[src/rtl/core/ersc_pkg.sv]
// Shared types and constants for the encoder speed measurement and PWM step control.
// No dependencies; all other files of the block use these by scoped name.
package ersc_pkg;

    localparam int SPEED_W        = 40;
    localparam int DUTY_W         = 8;
    localparam int MS_W           = 8;
    localparam int QUOT_W         = 16;
    localparam int Q_FRAC_BITS    = 10;
    // product plus the largest left shift: 24 + 16 + 10
    localparam int WIDE_W         = 50;
    localparam int DIV_RADIX_LOG2 = 4;
    localparam int DIV_CYCLES     = QUOT_W / DIV_RADIX_LOG2;
    localparam int DIV_CNT_W      = $clog2(DIV_CYCLES);

    localparam int PADDR_W = 3;
    localparam int PDATA_W = 32;

    localparam logic [QUOT_W-1:0] MS_PER_MINUTE    = 16'd60000;
    localparam logic [DUTY_W-1:0] DUTY_MAX         = 8'd255;
    localparam logic [MS_W-1:0]   ELAPSED_MAX      = 8'd255;
    localparam logic [MS_W-1:0]   SAMPLE_PERIOD_RST = 8'd100;
    localparam logic [MS_W-1:0]   PWM_PERIOD_RST   = 8'd10;

    typedef enum logic
    {
        REG_SAMPLE_PERIOD = 1'b0,
        REG_PWM_PERIOD    = 1'b1
    } reg_idx_t;

    typedef enum logic [2:0]
    {
        S_IDLE,
        S_DIV,
        S_MUL,
        S_MEAS,
        S_CORR
    } state_t;

    typedef struct packed
    {
        logic load_item;
        logic div_step;
        logic mul;
        logic meas;
        logic corr;
    } cmd_t;

    typedef struct packed
    {
        logic div_last;
    } stat_t;

endpackage

[src/rtl/core/ersc_regs.sv]
// APB-style configuration registers: sample period and PWM correction period.
// Depends on ersc_pkg.
module ersc_regs
(
    input  logic                         clk,
    input  logic                         rst_n,
    input  logic                         psel,
    input  logic                         penable,
    input  logic                         pwrite,
    input  logic [ersc_pkg::PADDR_W-1:0] paddr,
    input  logic [ersc_pkg::PDATA_W-1:0] pwdata,
    output logic [ersc_pkg::PDATA_W-1:0] prdata,
    output logic                         pready,
    output logic [ersc_pkg::MS_W-1:0]    sample_period,
    output logic [ersc_pkg::MS_W-1:0]    pwm_period
);

    logic [ersc_pkg::MS_W-1:0] sample_period_reg;
    logic [ersc_pkg::MS_W-1:0] pwm_period_reg;
    logic                      wr_en;
    ersc_pkg::reg_idx_t        reg_idx;

    assign pready  = 1'b1;
    assign wr_en   = psel & penable & pwrite & pready;
    // word addressed: byte offset bits are ignored
    assign reg_idx = ersc_pkg::reg_idx_t'(paddr[2]);

    always_ff @(posedge clk or negedge rst_n)
    begin
        if (!rst_n)
        begin
            sample_period_reg <= ersc_pkg::SAMPLE_PERIOD_RST;
            pwm_period_reg    <= ersc_pkg::PWM_PERIOD_RST;
        end
        else if (wr_en)
        begin
            case (reg_idx)
                ersc_pkg::REG_SAMPLE_PERIOD: sample_period_reg <= pwdata[ersc_pkg::MS_W-1:0];
                ersc_pkg::REG_PWM_PERIOD:    pwm_period_reg    <= pwdata[ersc_pkg::MS_W-1:0];
                default: ;
            endcase
        end
    end

    always_comb
    begin
        case (reg_idx)
            ersc_pkg::REG_SAMPLE_PERIOD: prdata = ersc_pkg::PDATA_W'(sample_period_reg);
            ersc_pkg::REG_PWM_PERIOD:    prdata = ersc_pkg::PDATA_W'(pwm_period_reg);
            default:                     prdata = '0;
        endcase
    end

    assign sample_period = sample_period_reg;
    assign pwm_period    = pwm_period_reg;

endmodule

[src/rtl/core/ersc_ctrl.sv]
// Sequencer: accept, divide, multiply, measure, correct, then hand the word out.
// Depends on ersc_pkg; drives the datapath through cmd_t, reads stat_t.
module ersc_ctrl
(
    input  logic            clk,
    input  logic            rst_n,
    input  logic            in_valid,
    output logic            in_stall,
    output logic            out_valid,
    input  logic            out_stall,
    input  ersc_pkg::stat_t stat,
    output ersc_pkg::cmd_t  cmd
);

    ersc_pkg::state_t state_reg;
    ersc_pkg::state_t state_next;
    logic             out_valid_reg;
    logic             out_valid_next;

    always_ff @(posedge clk or negedge rst_n)
    begin
        if (!rst_n)
        begin
            state_reg     <= ersc_pkg::S_IDLE;
            out_valid_reg <= 1'b0;
        end
        else
        begin
            state_reg     <= state_next;
            out_valid_reg <= out_valid_next;
        end
    end

    always_comb
    begin
        state_next = state_reg;
        cmd        = '0;
        case (state_reg)
            ersc_pkg::S_IDLE:
            begin
                if (in_valid)
                begin
                    cmd.load_item = 1'b1;
                    state_next    = ersc_pkg::S_DIV;
                end
            end
            ersc_pkg::S_DIV:
            begin
                cmd.div_step = 1'b1;
                if (stat.div_last)
                begin
                    state_next = ersc_pkg::S_MUL;
                end
            end
            ersc_pkg::S_MUL:
            begin
                cmd.mul    = 1'b1;
                state_next = ersc_pkg::S_MEAS;
            end
            ersc_pkg::S_MEAS:
            begin
                cmd.meas   = 1'b1;
                state_next = ersc_pkg::S_CORR;
            end
            ersc_pkg::S_CORR:
            begin
                // wait for room in the output register
                if (!out_valid_reg || !out_stall)
                begin
                    cmd.corr   = 1'b1;
                    state_next = ersc_pkg::S_IDLE;
                end
            end
            default:
            begin
                state_next = ersc_pkg::S_IDLE;
            end
        endcase
    end

    assign out_valid_next = (out_valid_reg & out_stall) | cmd.corr;
    assign in_stall       = (state_reg != ersc_pkg::S_IDLE);
    assign out_valid      = out_valid_reg;

endmodule

[src/rtl/core/ersc_dp.sv]
// Datapath: edge and ms counters, radix-16 divider for 60000/period, scale multiply,
// speed saturation, duty step and the output register. Depends on ersc_pkg.
module ersc_dp
#(
    parameter int TICKS_PER_TURN_LOG2 = 10,
    parameter int TICK_COUNT_WIDTH    = 24
)
(
    input  logic                         clk,
    input  logic                         rst_n,
    input  ersc_pkg::cmd_t               cmd,
    output ersc_pkg::stat_t              stat,
    input  logic [ersc_pkg::MS_W-1:0]    sample_period,
    input  logic [ersc_pkg::MS_W-1:0]    pwm_period,
    input  logic                         encoder_rise,
    input  logic                         ms_strobe,
    input  logic [ersc_pkg::SPEED_W-1:0] target_rpm_q10,
    input  logic                         halt,
    output logic [ersc_pkg::DUTY_W-1:0]  pwm_duty,
    output logic [ersc_pkg::SPEED_W-1:0] measured_rpm_q10,
    output logic                         drive_forward,
    output logic                         speed_updated
);

    localparam int PROD_W = TICK_COUNT_WIDTH + ersc_pkg::QUOT_W;
    localparam int LSH = (TICKS_PER_TURN_LOG2 < ersc_pkg::Q_FRAC_BITS) ?
                         ersc_pkg::Q_FRAC_BITS - TICKS_PER_TURN_LOG2 : 0;
    localparam int RSH = (TICKS_PER_TURN_LOG2 >= ersc_pkg::Q_FRAC_BITS) ?
                         TICKS_PER_TURN_LOG2 - ersc_pkg::Q_FRAC_BITS : 0;
    localparam logic [TICK_COUNT_WIDTH-1:0] TICK_MAX = '1;

    logic [TICK_COUNT_WIDTH-1:0]       tick_count_reg;
    logic [ersc_pkg::SPEED_W-1:0]      speed_reg;
    logic [ersc_pkg::DUTY_W-1:0]       duty_reg;
    logic [ersc_pkg::MS_W-1:0]         sample_elapsed_reg;
    logic [ersc_pkg::MS_W-1:0]         corr_elapsed_reg;
    logic [ersc_pkg::SPEED_W-1:0]      target_reg;
    logic                              halt_reg;
    logic                              updated_reg;

    logic [ersc_pkg::MS_W-1:0]         rem_reg;
    logic [ersc_pkg::MS_W-1:0]         rem_next;
    logic [ersc_pkg::QUOT_W-1:0]       dvd_reg;
    logic [ersc_pkg::QUOT_W-1:0]       dvd_next;
    logic [ersc_pkg::QUOT_W-1:0]       quot_reg;
    logic [ersc_pkg::QUOT_W-1:0]       quot_next;
    logic [ersc_pkg::DIV_CNT_W-1:0]    div_cnt_reg;
    logic [PROD_W-1:0]                 prod_reg;

    logic [ersc_pkg::DUTY_W-1:0]       pwm_duty_reg;
    logic [ersc_pkg::SPEED_W-1:0]      measured_reg;
    logic                              drive_reg;
    logic                              speed_updated_reg;

    logic [ersc_pkg::MS_W-1:0]         divisor;
    logic [ersc_pkg::WIDE_W-1:0]       wide;
    logic [ersc_pkg::SPEED_W-1:0]      speed_sat;
    logic                              sample_due;
    logic                              corr_due;
    logic [ersc_pkg::DUTY_W-1:0]       duty_next;

    assign divisor = (sample_period == '0) ? ersc_pkg::MS_W'(1) : sample_period;

    // four restoring steps per cycle, quotient MSB first
    always_comb
    begin
        logic [ersc_pkg::MS_W:0]     r;
        logic [ersc_pkg::MS_W:0]     d;
        logic [ersc_pkg::QUOT_W-1:0] dv;
        logic [ersc_pkg::QUOT_W-1:0] q;
        d  = {1'b0, divisor};
        r  = {1'b0, rem_reg};
        dv = dvd_reg;
        q  = quot_reg;
        for (int i = 0; i < ersc_pkg::DIV_RADIX_LOG2; i++)
        begin
            r  = {r[ersc_pkg::MS_W-1:0], dv[ersc_pkg::QUOT_W-1]};
            dv = {dv[ersc_pkg::QUOT_W-2:0], 1'b0};
            if (r >= d)
            begin
                r = r - d;
                q = {q[ersc_pkg::QUOT_W-2:0], 1'b1};
            end
            else
            begin
                q = {q[ersc_pkg::QUOT_W-2:0], 1'b0};
            end
        end
        rem_next  = r[ersc_pkg::MS_W-1:0];
        dvd_next  = dv;
        quot_next = q;
    end

    assign stat.div_last = (div_cnt_reg == ersc_pkg::DIV_CNT_W'(ersc_pkg::DIV_CYCLES - 1));

    // Q10 alignment of ticks * factor, clamp to 40 bits
    assign wide      = (ersc_pkg::WIDE_W'(prod_reg) << LSH) >> RSH;
    assign speed_sat = (|wide[ersc_pkg::WIDE_W-1:ersc_pkg::SPEED_W]) ? '1 :
                       wide[ersc_pkg::SPEED_W-1:0];

    assign sample_due = (sample_elapsed_reg >= sample_period);
    assign corr_due   = (corr_elapsed_reg >= pwm_period);

    always_comb
    begin
        duty_next = duty_reg;
        if (corr_due && !halt_reg)
        begin
            if (target_reg > speed_reg && duty_reg != ersc_pkg::DUTY_MAX)
            begin
                duty_next = duty_reg + ersc_pkg::DUTY_W'(1);
            end
            else if (target_reg < speed_reg && duty_reg != '0)
            begin
                duty_next = duty_reg - ersc_pkg::DUTY_W'(1);
            end
        end
        if (halt_reg)
        begin
            duty_next = '0;
        end
    end

    always_ff @(posedge clk or negedge rst_n)
    begin
        if (!rst_n)
        begin
            tick_count_reg     <= '0;
            speed_reg          <= '0;
            duty_reg           <= '0;
            sample_elapsed_reg <= '0;
            corr_elapsed_reg   <= '0;
            updated_reg        <= 1'b0;
            div_cnt_reg        <= '0;
            measured_reg       <= '0;
        end
        else
        begin
            if (cmd.load_item)
            begin
                if (encoder_rise && tick_count_reg != TICK_MAX)
                begin
                    tick_count_reg <= tick_count_reg + TICK_COUNT_WIDTH'(1);
                end
                if (ms_strobe)
                begin
                    if (sample_elapsed_reg != ersc_pkg::ELAPSED_MAX)
                    begin
                        sample_elapsed_reg <= sample_elapsed_reg + ersc_pkg::MS_W'(1);
                    end
                    if (corr_elapsed_reg != ersc_pkg::ELAPSED_MAX)
                    begin
                        corr_elapsed_reg <= corr_elapsed_reg + ersc_pkg::MS_W'(1);
                    end
                end
                div_cnt_reg <= '0;
            end
            if (cmd.div_step)
            begin
                div_cnt_reg <= div_cnt_reg + ersc_pkg::DIV_CNT_W'(1);
            end
            if (cmd.meas)
            begin
                updated_reg <= sample_due;
                if (sample_due)
                begin
                    speed_reg          <= speed_sat;
                    tick_count_reg     <= '0;
                    sample_elapsed_reg <= '0;
                end
            end
            if (cmd.corr)
            begin
                duty_reg     <= duty_next;
                measured_reg <= speed_reg;
                if (corr_due)
                begin
                    corr_elapsed_reg <= '0;
                end
            end
        end
    end

    // item latches, divider and output payload
    always_ff @(posedge clk)
    begin
        if (cmd.load_item)
        begin
            target_reg <= target_rpm_q10;
            halt_reg   <= halt;
            rem_reg    <= '0;
            dvd_reg    <= ersc_pkg::MS_PER_MINUTE;
            quot_reg   <= '0;
        end
        if (cmd.div_step)
        begin
            rem_reg  <= rem_next;
            dvd_reg  <= dvd_next;
            quot_reg <= quot_next;
        end
        if (cmd.mul)
        begin
            prod_reg <= PROD_W'(tick_count_reg) * PROD_W'(quot_reg);
        end
        if (cmd.corr)
        begin
            pwm_duty_reg      <= duty_next;
            drive_reg         <= !halt_reg;
            speed_updated_reg <= updated_reg;
        end
    end

    assign pwm_duty         = pwm_duty_reg;
    assign measured_rpm_q10 = measured_reg;
    assign drive_forward    = drive_reg;
    assign speed_updated    = speed_updated_reg;

endmodule

[src/rtl/core/encoder_rpm_step_speed_control.sv]
// Top level of the encoder speed measurement with one-step PWM duty correction.
// Depends on ersc_pkg, ersc_regs, ersc_ctrl and ersc_dp.
//
//   channel  handshake                  payload
//   in       in_valid / in_stall        encoder_rise, ms_strobe, target_rpm_q10, halt
//   out      out_valid / out_stall      pwm_duty, measured_rpm_q10, drive_forward, speed_updated
//   cfg      psel/penable/pwrite/pready paddr, pwdata, prdata
//
// Each word is accepted, then runs the radix-16 divider for 60000/period, a multiply,
// a measure and a correction step that loads the output register; the input stalls until then.
// The result shows in the cycle after that last step; a new word can be taken while it waits.
// A stalled output holds the sequencer in its correction step until the register frees.
// Reset (async, rst_n low) clears counters, speed, duty and the output valid.
module encoder_rpm_step_speed_control
#(
    parameter int TICKS_PER_TURN_LOG2 = 10,
    parameter int TICK_COUNT_WIDTH    = 24
)
(
    input  logic                         clk,
    input  logic                         rst_n,
    input  logic                         in_valid,
    output logic                         in_stall,
    input  logic                         encoder_rise,
    input  logic                         ms_strobe,
    input  logic [ersc_pkg::SPEED_W-1:0] target_rpm_q10,
    input  logic                         halt,
    output logic                         out_valid,
    input  logic                         out_stall,
    output logic [ersc_pkg::DUTY_W-1:0]  pwm_duty,
    output logic [ersc_pkg::SPEED_W-1:0] measured_rpm_q10,
    output logic                         drive_forward,
    output logic                         speed_updated,
    input  logic                         psel,
    input  logic                         penable,
    input  logic                         pwrite,
    input  logic [ersc_pkg::PADDR_W-1:0] paddr,
    input  logic [ersc_pkg::PDATA_W-1:0] pwdata,
    output logic [ersc_pkg::PDATA_W-1:0] prdata,
    output logic                         pready
);

    logic [ersc_pkg::MS_W-1:0] sample_period;
    logic [ersc_pkg::MS_W-1:0] pwm_period;
    ersc_pkg::cmd_t            cmd;
    ersc_pkg::stat_t           stat;

    ersc_regs u_regs
    (
        .clk           (clk),
        .rst_n         (rst_n),
        .psel          (psel),
        .penable       (penable),
        .pwrite        (pwrite),
        .paddr         (paddr),
        .pwdata        (pwdata),
        .prdata        (prdata),
        .pready        (pready),
        .sample_period (sample_period),
        .pwm_period    (pwm_period)
    );

    ersc_ctrl u_ctrl
    (
        .clk       (clk),
        .rst_n     (rst_n),
        .in_valid  (in_valid),
        .in_stall  (in_stall),
        .out_valid (out_valid),
        .out_stall (out_stall),
        .stat      (stat),
        .cmd       (cmd)
    );

    ersc_dp
    #(
        .TICKS_PER_TURN_LOG2 (TICKS_PER_TURN_LOG2),
        .TICK_COUNT_WIDTH    (TICK_COUNT_WIDTH)
    )
    u_dp
    (
        .clk              (clk),
        .rst_n            (rst_n),
        .cmd              (cmd),
        .stat             (stat),
        .sample_period    (sample_period),
        .pwm_period       (pwm_period),
        .encoder_rise     (encoder_rise),
        .ms_strobe        (ms_strobe),
        .target_rpm_q10   (target_rpm_q10),
        .halt             (halt),
        .pwm_duty         (pwm_duty),
        .measured_rpm_q10 (measured_rpm_q10),
        .drive_forward    (drive_forward),
        .speed_updated    (speed_updated)
    );

    // one word in flight: an accepted word blocks the input for the next cycle
    assert property (@(posedge clk) disable iff (!rst_n)
        (in_valid && !in_stall) |=> in_stall)
        else $error("input accepted while a word is in flight");

    // a halted word always carries zero duty
    assert property (@(posedge clk) disable iff (!rst_n)
        (out_valid && !drive_forward) |-> (pwm_duty == '0))
        else $error("halted word with nonzero duty");

    // a new result only follows a word that was being worked on
    assert property (@(posedge clk) disable iff (!rst_n)
        $rose(out_valid) |-> $past(in_stall))
        else $error("result without an accepted word");

    // speed changes only on a measurement
    assert property (@(posedge clk) disable iff (!rst_n)
        ($rose(out_valid) && !speed_updated) |-> $stable(measured_rpm_q10))
        else $error("speed changed without a measurement");

endmodule

[config.mk]
export PLATFORM = sky130hd
export DESIGN_NAME = encoder_rpm_step_speed_control
export DESIGN_NICKNAME = d
export VERILOG_FILES = /design/src/rtl/core/ersc_pkg.sv /design/src/rtl/core/ersc_regs.sv /design/src/rtl/core/ersc_ctrl.sv /design/src/rtl/core/ersc_dp.sv /design/src/rtl/core/encoder_rpm_step_speed_control.sv
export SDC_FILE = /design/constraint.sdc
export NUM_CORES = 1
export LEC_CHECK = 0
export BUFFER_PORTS_ARGS = -buffer_cell sky130_fd_sc_hd__buf_4
export CAP_MARGIN = 30
export CELL_PAD_IN_SITES_DETAIL_PLACEMENT = 1
export CELL_PAD_IN_SITES_GLOBAL_PLACEMENT = 2
export CORE_UTILIZATION = 37
export DETAILED_ROUTE_END_ITERATION = 12
export GPL_TIMING_DRIVEN = 1
export PLACE_DENSITY_LB_ADDON = 0.1
export SETUP_SLACK_MARGIN = 0.4
export SKIP_CTS_REPAIR_TIMING = 1
export SYNTH_ARGS = -nofsm -noshare
export SYNTH_HDL_FRONTEND = slang
export SYNTH_SLANG_ARGS = --single-unit
[constraint.sdc]
create_clock -name clk -period 8 [get_ports clk]
set_input_delay 1.6 -clock clk [delete_from_list [all_inputs] [get_ports clk]]
set_output_delay 1.6 -clock clk [all_outputs]
set_load 0.01 [all_outputs]
* Word level (Yosys, flattened, before mapping) *
Cells that the tools add are included.

operators by class
  equality and inequality tests = 12
  order comparisons = 8
  multiplexer cells = 47
  reduce and logical (&&, ||, !) cells = 17
  multiply operators = 1
  $add $sub $neg = 10
  bitwise operators = 5

operators with widths
  kind                                              number
  two-way mux 8 bit                                 21
  two-way mux 24 bit                                4
  two-way mux 16 bit                                4
  one-hot mux 32 bit (2 select lines)               1
  greater-than comparator 40 bit                    1
  < comparator 40 bit                               1
  multiplier 24 x 16 -> 40 bit                      1
  greater-or-equal comparator 9 x 8 -> 1 bit        4
  subtractor 8 bit                                  4
  adder 24 x 1 -> 24 bit, second input constant     1
  adder 8 x 1 -> 8 bit, second input constant       3
  != test 24 bit, second input constant             1
  != test 8 bit, second input constant              3
  greater-or-equal comparator 8 bit                 2
  one-hot mux 3 bit (5 select lines)                1
  two-way mux 1 bit                                 11
  two-way mux 3 bit                                 3
  logical NOT 8 bit                                 1
  nonzero test 8 bit                                1
  subtractor 8 x 1 -> 8 bit, second input constant  1
  == test 3 x 2 -> 1 bit, second input constant     2
  AND reduction 2 bit                               3
  logical AND 1 bit                                 4
  two-way mux 2 bit                                 2
  other kinds (15)                                  20

storage, ports and cells
  output and inout bits = 85
  flip-flop bits (word level) = 274
  word-level logic and storage cells = 123

* Logic depth before layout (Yosys ltp) *
Gate-level depths: netlist of run 1.

  depth after elaboration = 11
  gate-level depth with buffers = 38
  depth with buffers taken out = 36

* By module *
A second synthesis of run 1 with hierarchy kept.

unflattened totals
  cell total of the unflattened synthesis = 2517
  area total of the unflattened synthesis = 25793.5 um^2

modules (own cells, without submodules)
  module     instances  cells an instance  seq. area each (um^2)  area each (um^2)
  ersc_dp    1          2426               6881.6                 24662.4
  ersc_regs  1          70                 406.6                  928.4
  ersc_ctrl  1          21                 100.1                  202.7

* Worst setup path before layout of run 1 *
No wires, ideal clock.

  kind = register to register
  start = register u_regs.sample_period_reg (netlist bit u_regs.sample_period[5])
  end = register u_dp.rem_reg[0] (netlist bit), data pin
  stages on the path, launching flop included = 39
  setup slack = -316 ps
  clock period less this slack = 8316 ps
  library setup time = 255 ps
  data arrival time = 8061 ps
  cell sequence = dfstp_2 inv_1 a41oi_1 inv_1 ha_1 nor2b_1 o21ai_2 a41o_1 a21oi_2 buf_4 nor2_1 a21oi_1 ha_1 nor2b_1 o31a_1 o31ai_2 a31oi_1 a211oi_2 [... 3 more ...] nor2b_1 o21ai_0 a21oi_1 o41ai_1 a21oi_1 a211oi_1 nor2_2 mux2i_1 ha_1 a21o_1 a21o_1 a221o_1 a21o_1 o21ai_1 nand2b_1 clkbuf_1 or2_4 and3_1

on the way
  cells in the longest elaborated chain, start to end = 11
  elaborated cells on any way between the ends = 15

ends and longest elaborated chain
  element                                                                                line                          source
  from (decl)                                                                            ersc_regs.sv:18               logic [ersc_pkg::MS_W-1:0] sample_period_reg;
  from (signal assigned)                                                                 ersc_regs.sv:32               sample_period_reg <= ersc_pkg::SAMPLE_PERIOD_RST;
  from (signal assigned)                                                                 ersc_regs.sv:38               ersc_pkg::REG_SAMPLE_PERIOD: sample_period_reg <= pwdata[ersc_pkg::MS_W-1:0];
  logical NOT 8 bit (*)                                                                  ersc_dp.sv:62                 assign divisor = (sample_period == '0) ? ersc_pkg::MS_W'(1) : sample_period;
  two-way mux 8 bit (*)                                                                  ersc_dp.sv:62
  via u_dp.divisor (one bit)                                                             ersc_dp.sv:55                 logic [ersc_pkg::MS_W-1:0] divisor;
  subtractor 8 bit / greater-or-equal comparator 9 x 8 -> 1 bit (equally long branches)  ersc_dp.sv:81, ersc_dp.sv:79
  two-way mux 8 bit                                                                      ersc_dp.sv:79                 if (r >= d)
  subtractor 8 bit / greater-or-equal comparator 9 x 8 -> 1 bit (equally long branches)  ersc_dp.sv:81, ersc_dp.sv:79
  two-way mux 8 bit                                                                      ersc_dp.sv:79
  subtractor 8 bit / greater-or-equal comparator 9 x 8 -> 1 bit (equally long branches)  ersc_dp.sv:81, ersc_dp.sv:79
  two-way mux 8 bit                                                                      ersc_dp.sv:79
  greater-or-equal comparator 9 x 8 -> 1 bit                                             ersc_dp.sv:79
  two-way mux 8 bit (*)                                                                  ersc_dp.sv:79
  two-way mux 8 bit (*)                                                                  ersc_dp.sv:195                if (cmd.div_step)
  to (signal assigned)                                                                   ersc_dp.sv:197                rem_reg <= rem_next;
  to (decl)                                                                              ersc_dp.sv:41                 logic [ersc_pkg::MS_W-1:0] rem_reg;

The timed path passes the listed nets; every way through them passes the cells marked *.
A chain may end at the register's enable or synchronous reset.

* Worst setup path after layout of run 1 *
  start = register u_regs.sample_period_reg (netlist bit u_regs.sample_period[3])
  end = register u_dp.rem_reg[1] (netlist bit), data pin

on the way
  cells in the longest elaborated chain, start to end = 11
  elaborated cells on any way between the ends = 15

ends and longest elaborated chain
  element                                                                                line
  logical NOT 8 bit (*)                                                                  ersc_dp.sv:62
  two-way mux 8 bit (*)                                                                  ersc_dp.sv:62
  via u_dp.divisor (one bit)                                                             ersc_dp.sv:55
  subtractor 8 bit / greater-or-equal comparator 9 x 8 -> 1 bit (equally long branches)  ersc_dp.sv:81, ersc_dp.sv:79
  two-way mux 8 bit                                                                      ersc_dp.sv:79
  subtractor 8 bit / greater-or-equal comparator 9 x 8 -> 1 bit (equally long branches)  ersc_dp.sv:81, ersc_dp.sv:79
  two-way mux 8 bit                                                                      ersc_dp.sv:79
  greater-or-equal comparator 9 x 8 -> 1 bit / subtractor 8 bit (equally long branches)  ersc_dp.sv:79, ersc_dp.sv:81
  two-way mux 8 bit                                                                      ersc_dp.sv:79
  subtractor 8 bit / greater-or-equal comparator 9 x 8 -> 1 bit (equally long branches)  ersc_dp.sv:81, ersc_dp.sv:79
  two-way mux 8 bit (*)                                                                  ersc_dp.sv:79
  two-way mux 8 bit (*)                                                                  ersc_dp.sv:195

Marks and branches as above.

==> impl_metrics.yaml, run 1 <==
outcome:
  status: "finished, final reports clean"
power:
  power_density_nw_per_um2: 489.3
  ir_drop_mv: 0.6292
  leakage_uw: 0.01369
detailed_routing:
  via_count: 18510
  ant_nets: 0
  wl_um: 73670
  drtIter0Drc: 729
  routed_via_density: 5.017
  wl_per_cell_um: 19.97
  dr.pass1.iters: 5
  drc: 0
critical_path:
  startpoint: "u_regs.sample_period[3]"
  crit_slowest_cell: "dfrtp_2"
  cp_max_fo: 6
  start_kind: "register"
  cpPeakStageDelay_ns: 0.45
  path_buf_inv: 5
  worstSetupPathType: "reg -> reg"
  worst_setup_path_end_kind: "register"
  cp.arrival_ns: 8.11
  worstPathRequired_ns: 8.33
  critPathTopFamily: "compound AO/OA/AOI/OAI gates"
  reg2reg_from: "u_regs.sample_period[3]"
place:
  hpwlAfterDp_um: 57610
  place_ws_ns: -0.09518
  numPortBuffers: 118
  routabilityCongestion: 0.8153
synthesis:
  ys.flop_type: "dfrtp_1"
  ys_warn_count: 0
  netlist_area_sq_um: 25630
  yosysMostFrequentCell: "inv_1"
  ys_types: 74
  synth_top_area_cell: "fa_1"
  synthTopCellsByCount: "inv_1, nand2_1, fa_1"
  synth_cells: 2576
  synth_edf_count: 120
  synthArstFlopShare_pct: 55.72
  ys_ff_latch: 271
  yosys.area.top_type_share_pct: 24.21
  syn_area_per_cell_sq_um: 9.950
  synthTopCellsByArea: "fa_1, dfrtp_1, edfxtp_1"
  yosysSeqAreaShare_pct: 28.83
timing:
  setup-tns-final_ns: 0
  finClkSkew_ns: 0.02398
  rsz0062_at_grt: "yes"
  timing.final.crit_share_pct: 97.21
  finalHoldViolations: 0
  fin_crit_ns: 7.777
  slew_violations: 0
  tightest_slew_ns: 0.8625
  setup_viol: 0
  max_freq_ghz: 0.1286
  layout_setup_ws_ns: 0.2233
  slew_headroom_pct: 42.29
clock_network:
  cts_buffers: 31
  htree_levels: 1
  insertion_delay_ns: 0.60
  cts_buffer_depth: 3
  cts_tree: "built"
  cts-root-buf: "clkbuf_16"
  clk_pin_slew_ns: 0.06
  cts.sinks: 271
finish:
  fin_util_pct: 43.14
  syn2layout_area_growth_pct: 15.44
  nNetsFinal: 3336
  diodes: 0
  layout-drive-gt1-share_pct: 16.02
  fillers: 7685
grt:
  grt_pass1_vias: 20690
  grt_max_degree: 93
  grt_overflow_total: 0
  track_usage_pct: 21.56
  grt_pass1_wl_um: 118000
  antenna_found_initial: 2
floorplanning:
  std_cell_rows: 96
  core-area_sq_um: 68590
  die-height_um: 265.2
  initial_core_util_pct: 37.37
  ioPinCount: 170
  die_x_um: 265.2
  die_area_sq_um: 70330
worst_hold_path:
  hold_start: "u_dp.prod_reg[18]"
  hold_class: "reg -> reg"
run:
  maxCapViolations: 0
==> report_power, final <==
group	switching, uW	leakage, uW	internal (uW)
logic	5380	0.0101	5090
registers	449	0.00306	2130
clock network	600	0.000485	826
total	6430	0.0137	8040
==> worst register-to-register path, delay by kind of cell, from the launching register on <==
| kind | cells | cell delay (ns) |
|---|---|---|
| AOI/OAI and AO/OA | 19 | 3.48 |
| and+or+nand+nor | 7 | 1.19 |
| adders and majority gates | 4 | 0.97 |
| buffers and inverters | 5 | 0.73 |
| muxes | 2 | 0.66 |
| DFF | 1 | 0.45 |
==> layout make-up <==
type	instances	area (sq um)	area share (%)
Clock buffer	46	882.1	2.981
Clock inverter	12	131.4	0.4440
Inverter	397	1490	5.037
Multi-Input combinational cell	1791	16640	56.23
Sequential cell	271	7393	24.99
Tap cell	931	1165	3.937
Timing Repair Buffer	242	1888	6.381
==> logic make-up (layout without fill, tap and decap cells) <==
| family | count (synthesis) | count (layout) | synth area share, % |
|---|---|---|---|
| xor gates and xnor gates | 93 | 93 | 3.178 |
| muxes | 81 | 81 | 3.539 |
| DFF | 271 | 271 | 28.83 |
| other | 2 | 25 | 0.02930 |
| and+or+nand+nor | 778 | 778 | 14.37 |
| buffers and inverters | 537 | 697 | 8.250 |
| AOI/OAI and AO/OA | 297 | 297 | 7.493 |
| adders and majority gates | 517 | 517 | 34.32 |
==> final timing paths <==
| path | endpoint | slack [ns] | cells after the start |
|---|---|---|---|
| max | u_dp.rem_reg[1] | 0.22 | 37 |
| min | u_dp.speed_reg[18] | 0.47 | 1 |
| max reg2reg | u_dp.rem_reg[1] | 0.22 | 37 |
| min reg2reg | u_dp.speed_reg[18] | 0.47 | 1 |
| max in group asynchronous | u_dp.speed_reg[13] | 5.69 | 3 |
| min in group asynchronous | u_regs.sample_period[1] | 0.80 | 1 |
==> layout by cell type (no fill, tap or decap), types with 53 or more instances in the layout <==
cell / n
nand2_1: 367
inv_1: 395
edfxtp_1: 120
buf_4: 234
and2_1: 146
dfrtp_1: 142
nor2_1: 107
a21oi_1: 56
ha_1: 196
fa_1: 309
xnor2_1: 53
o21ai_0: 78
mux2_2: 63
==> routing by layer <==
layer	share of wire (%)	wire length (um)	vias up	track usage, %
met5	0	0	-	0
met4	2.3	1672	0	5.312
met3	2.9	2137	98	1.787
met2	50	36540	262	37.46
met1	45	33330	9627	29.05
li1	-	-	8527	-
==> through the flow <==
stage               cells  total power [uW]  instance area (sq um)  hold slack (ns)
global placement     3613             11710                  28100           0.4591
global route         3690             15670                  29590           0.4773
floorplan            2599              8735                  25860           0.4256
finish               3690             14480                  29590           0.4709
CTS                  3671             13570                  29110           0.4738
detailed placement   3613             12050                  28100           0.4628
(Power assumes the default switching activity.)
==> run 2, diff against run 1 <==
--- a/config.mk
+++ b/config.mk
@@ -8,13 +8,14 @@
 export BUFFER_PORTS_ARGS = -buffer_cell sky130_fd_sc_hd__buf_4
 export CAP_MARGIN = 30
 export CELL_PAD_IN_SITES_DETAIL_PLACEMENT = 1
-export CELL_PAD_IN_SITES_GLOBAL_PLACEMENT = 2
-export CORE_UTILIZATION = 37
+export CELL_PAD_IN_SITES_GLOBAL_PLACEMENT = 1
+export CORE_UTILIZATION = 45
 export DETAILED_ROUTE_END_ITERATION = 12
 export GPL_TIMING_DRIVEN = 1
 export PLACE_DENSITY_LB_ADDON = 0.1
 export SETUP_SLACK_MARGIN = 0.4
 export SKIP_CTS_REPAIR_TIMING = 1
+export SLEW_MARGIN = 10
 export SYNTH_ARGS = -nofsm -noshare
 export SYNTH_HDL_FRONTEND = slang
 export SYNTH_SLANG_ARGS = --single-unit
==> run 2 against run 1 <==
Clock power barely moved. Die area fell by 18%. Setup slack improved by 0.16 ns. Critical endpoint is now u_dp.rem_reg[0]. Sequential power barely moved. Largest power group unchanged. Via count rose by 0.72%. Critical path type unchanged.
==> impl_metrics.yaml, run 2 (synthesis gave the netlist of run 1 again) <==
finish:
  multi_input_area_sq_um: 16640
  final_common_cell: "inv_1"
  final_area_sq_um: 29390
  diodes: 0
  nNetsFinal: 3335
  seqCellArea_sq_um: 7393
  syn2layout_area_growth_pct: 14.68
  fin_util_pct: 52.23
  layout-drive-gt1-share_pct: 16.21
  fillers: 6249
  fin_cells: 3513
  final_cell_mix: "inv_1, nand2_1, fa_1"
timing:
  slew_violations: 0
  rsz0062_at_grt: "yes"
  max_freq_ghz: 0.1313
  tightest_slew_ns: 0.9207
  timing.final.crit_share_pct: 95.20
  fin_crit_ns: 7.616
  finalHoldViolations: 0
  slew_headroom_pct: 38.62
  finClkSkew_ns: 0.01295
  setup-tns-final_ns: 0
  setup_viol: 0
worst_hold_path:
  holdPathEnd: "u_dp.measured_rpm_q10[0]"
  min_path_cells: 2
  hold_class: "reg -> reg"
  hold_start: "u_dp.measured_rpm_q10[0]"
critical_path:
  cp_max_fo: 8
  r2r_slack_ns: 0.38
  cpPeakStageDelay_ns: 0.54
  cp.arrival_ns: 7.95
  worst_setup_path_end_kind: "register"
  start_kind: "register"
  regToRegEndpoint: "u_dp.rem_reg[0]"
  worstPathRequired_ns: 8.33
  worstSetupPathType: "reg -> reg"
  rr_worst_depth: 38
  path_buf_inv: 4
  reg2reg_from: "u_regs.sample_period[5]"
  critPathTopFamily: "compound AO/OA/AOI/OAI gates"
  crit_slowest_cell: "dfstp_2"
place:
  post_dp_cell_area_sq_um: 27880
  placed_cells: 3437
  hpwlAfterDp_um: 56480
  numPortBuffers: 118
  routabilityCongestion: 0.8731
clock_network:
  cts.sinks: 271
  htree_levels: 1
  insertion_delay_ns: 0.58
  cts_buffer_depth: 3
  cts-root-buf: "clkbuf_16"
  cts_tree: "built"
  clk_pin_slew_ns: 0.07
  cts_buffers: 30
floorplanning:
  die_x_um: 240.7
  die-height_um: 240.7
  core-area_sq_um: 56280
  std_cell_rows: 87
  initial_core_util_pct: 45.54
  die_area_sq_um: 57910
  ioPinCount: 170
power:
  leakage_uw: 0.01372
  power_density_nw_per_um2: 501.7
  ir_drop_mv: 0.8428
detailed_routing:
  dr.pass1.iters: 5
  drc: 0
  wl_um: 71930
  drtIter0Drc: 751
  wl_per_cell_um: 20.48
  routed_via_density: 5.308
  ant_nets: 0
  via_count: 18650
run:
  maxCapViolations: 0
grt:
  grt_overflow_total: 0
  grt_max_degree: 99
  antenna_found_initial: 2
  track_usage_pct: 25.49
  grt_pass1_wl_um: 113800
  grt_pass1_vias: 20790
outcome:
  status: "finished, final reports clean"
-- run 2: worst reg2reg max path, delay by kind of cell (launching register included) --
family	cells	cell delay, ns
muxes	1	0.26
buffers and inverters	4	0.51
adders and majority gates	4	1.09
AOI/OAI and AO/OA	19	3.47
DFF	1	0.54
and+or+nand+nor	10	1.50
-- run 2: through the flow --
step	hold slack [ns]	setup slack (ns)	total power, uW
detailed placement	0.4641	0.02754	12110
global route	0.4893	-0.007015	15920
global placement	0.4575	0.1986	11670
floorplan	0.4256	0.3651	8735
finish	0.4757	0.3837	14750
CTS	0.4806	-0.02288	13640
-- run 2: layer usage --
metal,vias to the layer above,GRT usage [%],share of wire [%]
met3,97,3.752,4.9
li1,8521,-,-
met5,-,0,0.039
met4,4,5.790,1.9
met2,372,44.39,49
met1,9653,33.43,44
-- run 2: final cells by class --
type	count	share of cell area [%]
Multi-Input combinational cell	1791	56.63
Tap cell	756	3.218
Timing Repair Buffer	242	6.419
Sequential cell	271	25.15
Clock buffer	44	3.018
Inverter	397	5.070
Clock inverter	12	0.4938
-- run 2: worst max path at each step --
stage / startpoint / endpoint / slack, ns / cells past startpoint
2_1_floorplan: u_regs.sample_period[2] / u_dp.rem_reg[0] / 0.37 / 37
3_3_place_gp: u_regs.sample_period[2] / u_dp.rem_reg[0] / 0.20 / 35
3_5_place_dp: u_regs.sample_period[2] / u_dp.rem_reg[0] / 0.03 / 35
4_1_cts: u_regs.sample_period[6] / u_dp.rem_reg[0] / -0.02 / 35
5_1_grt: u_regs.sample_period[6] / u_dp.rem_reg[5] / -0.007 / 38
6_report: u_regs.sample_period[5] / u_dp.rem_reg[0] / 0.38 / 38
-- run 2: power breakdown --
group,switching [uW],internal (uW)
Combinational,5400,5320
Clock,589,864
Sequential,445,2130
==> run 3, diff against run 2 <==
--- a/config.mk
+++ b/config.mk
@@ -12,6 +12,7 @@
 export CORE_UTILIZATION = 45
 export DETAILED_ROUTE_END_ITERATION = 12
 export GPL_TIMING_DRIVEN = 1
+export MAX_ROUTING_LAYER = met4
 export PLACE_DENSITY_LB_ADDON = 0.1
 export SETUP_SLACK_MARGIN = 0.4
 export SKIP_CTS_REPAIR_TIMING = 1
==> run 3 against run 2 <==
Global-route usage up 1.0 points. Largest power group unchanged. Cell count about the same. Sequential share of layout area about the same. Clock skew up 0.012 ns.
==> impl_metrics.yaml, run 3 (synthesis gave the netlist of run 1 again) <==
outcome:
  status: "finished, final reports clean"
grt:
  grt_max_degree: 82
  grt_pass1_vias: 20780
  track_usage_pct: 26.52
  grt_overflow_total: 0
  antenna_found_initial: 0
  grt_pass1_wl_um: 115300
critical_path:
  crit_slowest_cell: "dfstp_2"
  worstPathRequired_ns: 8.33
  start_kind: "register"
  rr_worst_depth: 37
  r2r_slack_ns: 0.29
  startpoint: "u_regs.sample_period[5]"
  worst_setup_path_end_kind: "register"
  cpPeakStageDelay_ns: 0.56
  crit_end: "u_dp.rem_reg[7]"
  cp_max_fo: 6
  path_buf_inv: 4
  regToRegEndpoint: "u_dp.rem_reg[7]"
  worstSetupPathType: "reg -> reg"
  path_depth: 37
  cp.arrival_ns: 8.03
  reg2reg_from: "u_regs.sample_period[5]"
  critPathTopFamily: "compound AO/OA/AOI/OAI gates"
clock_network:
  insertion_delay_ns: 0.58
  cts_buffer_depth: 3
  htree_levels: 1
  cts-root-buf: "clkbuf_16"
  clk_pin_slew_ns: 0.06
  cts_tree: "built"
  cts.sinks: 271
  cts_buffers: 30
power:
  p_sw_share_pct: 43.88
  power_frac_clock_pct: 9.2
  leakage_uw: 0.01369
  ir_drop_mv: 0.7643
  switchingPower_uw: 6504
  power_density_nw_per_um2: 504.5
  power_frac_seq_pct: 17.4
  p_int_uw: 8319
  combPwrFrac_pct: 73.3
floorplanning:
  die_x_um: 240.7
  initial_core_util_pct: 45.54
  ioPinCount: 170
  die-height_um: 240.7
  std_cell_rows: 87
  die_area_sq_um: 57910
  core-area_sq_um: 56280
detailed_routing:
  routed_via_density: 5.283
  drc: 0
  via_count: 18550
  wl_um: 72000
  dr.pass1.iters: 5
  drtIter0Drc: 733
  ant_nets: 0
  wl_per_cell_um: 20.51
finish:
  nNetsFinal: 3334
  layout-drive-gt1-share_pct: 16.01
  final_common_cell: "inv_1"
  final_cell_mix: "inv_1, nand2_1, fa_1"
  diodes: 0
  syn2layout_area_growth_pct: 14.63
place:
  routabilityCongestion: 0.8973
  hpwlAfterDp_um: 56690
  place_ws_ns: 0.09486
  numPortBuffers: 118
timing:
  slew_headroom_pct: 38.67
  setup_viol: 0
  rsz0062_at_grt: "yes"
  fin_crit_ns: 7.707
  layout_setup_ws_ns: 0.2933
  holdWs_ns: 0.4742
  finalHoldViolations: 0
  tightest_slew_ns: 0.9200
  finClkSkew_ns: 0.02510
  max_freq_ghz: 0.1298
  timing.final.crit_share_pct: 96.33
  slew_violations: 0
worst_hold_path:
  hold_class: "reg -> reg"
run:
  maxCapViolations: 0
run 3: cell types whose count changed in the layout (fill, tap and decap cells not counted), sizes merged:
cell	delta
bufinv	-2
clkbuf	+2
buf	-2
run 3: area by class of cell:
| cell class | count | area, sq um |
|---|---|---|
| fill | 6233 | 26900 |
| multi-input combinational | 1791 | 16690 |
| sequential | 271 | 7391 |
| timing repair buffer | 241 | 1889 |
| inverter | 397 | 1490 |
| tap | 756 | 945.9 |
| clock buffer | 45 | 898.4 |
| clock inverter | 10 | 76.32 |
run 3: worst min-delay path by stage:
stage          slack, ns  cells past startpoint        startpoint                 end
6_report            0.47                      0  u_dp.updated_reg  u_dp.speed_updated
5_1_grt             0.49                      1  u_dp.prod_reg[3]   u_dp.speed_reg[3]
4_1_cts             0.48                      0  u_dp.updated_reg  u_dp.speed_updated
3_5_place_dp        0.46                      0  u_dp.updated_reg  u_dp.speed_updated
3_3_place_gp        0.46                      1  u_dp.prod_reg[0]   u_dp.speed_reg[0]
2_1_floorplan       0.43                      0  u_dp.updated_reg  u_dp.speed_updated
run 3: stage by stage:
step                      TNS [ns]  instance area (sq um)  total power (uW)  util [%]  cells
after floorplan                  0                  25860              8735         -   2599
after detailed placement         0                  27890             12080     49.56   3436
after CTS                        0                  28870             13540     51.29   3491
final                            0                  29380             14820     52.21   3511
after global placement           0                  27850             11690     49.49   3434
after global routing       -0.3558                  29380             16060     52.21   3511
run 3: layer usage:
| metal | GRT usage (%) | routed length [um] |
|---|---|---|
| met4 | 5.983 | 1456 |
| met3 | 2.619 | 2758 |
| met1 | 34.73 | 32260 |
| met2 | 44.50 | 35530 |
| met5 | - | 0 |
run 3: power groups by stage:
stage / registers [uW] / clock network [uW] / logic [uW]
after floorplan: 2400 / 0 / 6330
after global placement: 2620 / 0 / 9070
after detailed placement: 2630 / 0 / 9450
after CTS: 2610 / 1410 / 9530
after global routing: 2640 / 1450 / 12000
final: 2580 / 1370 / 10900
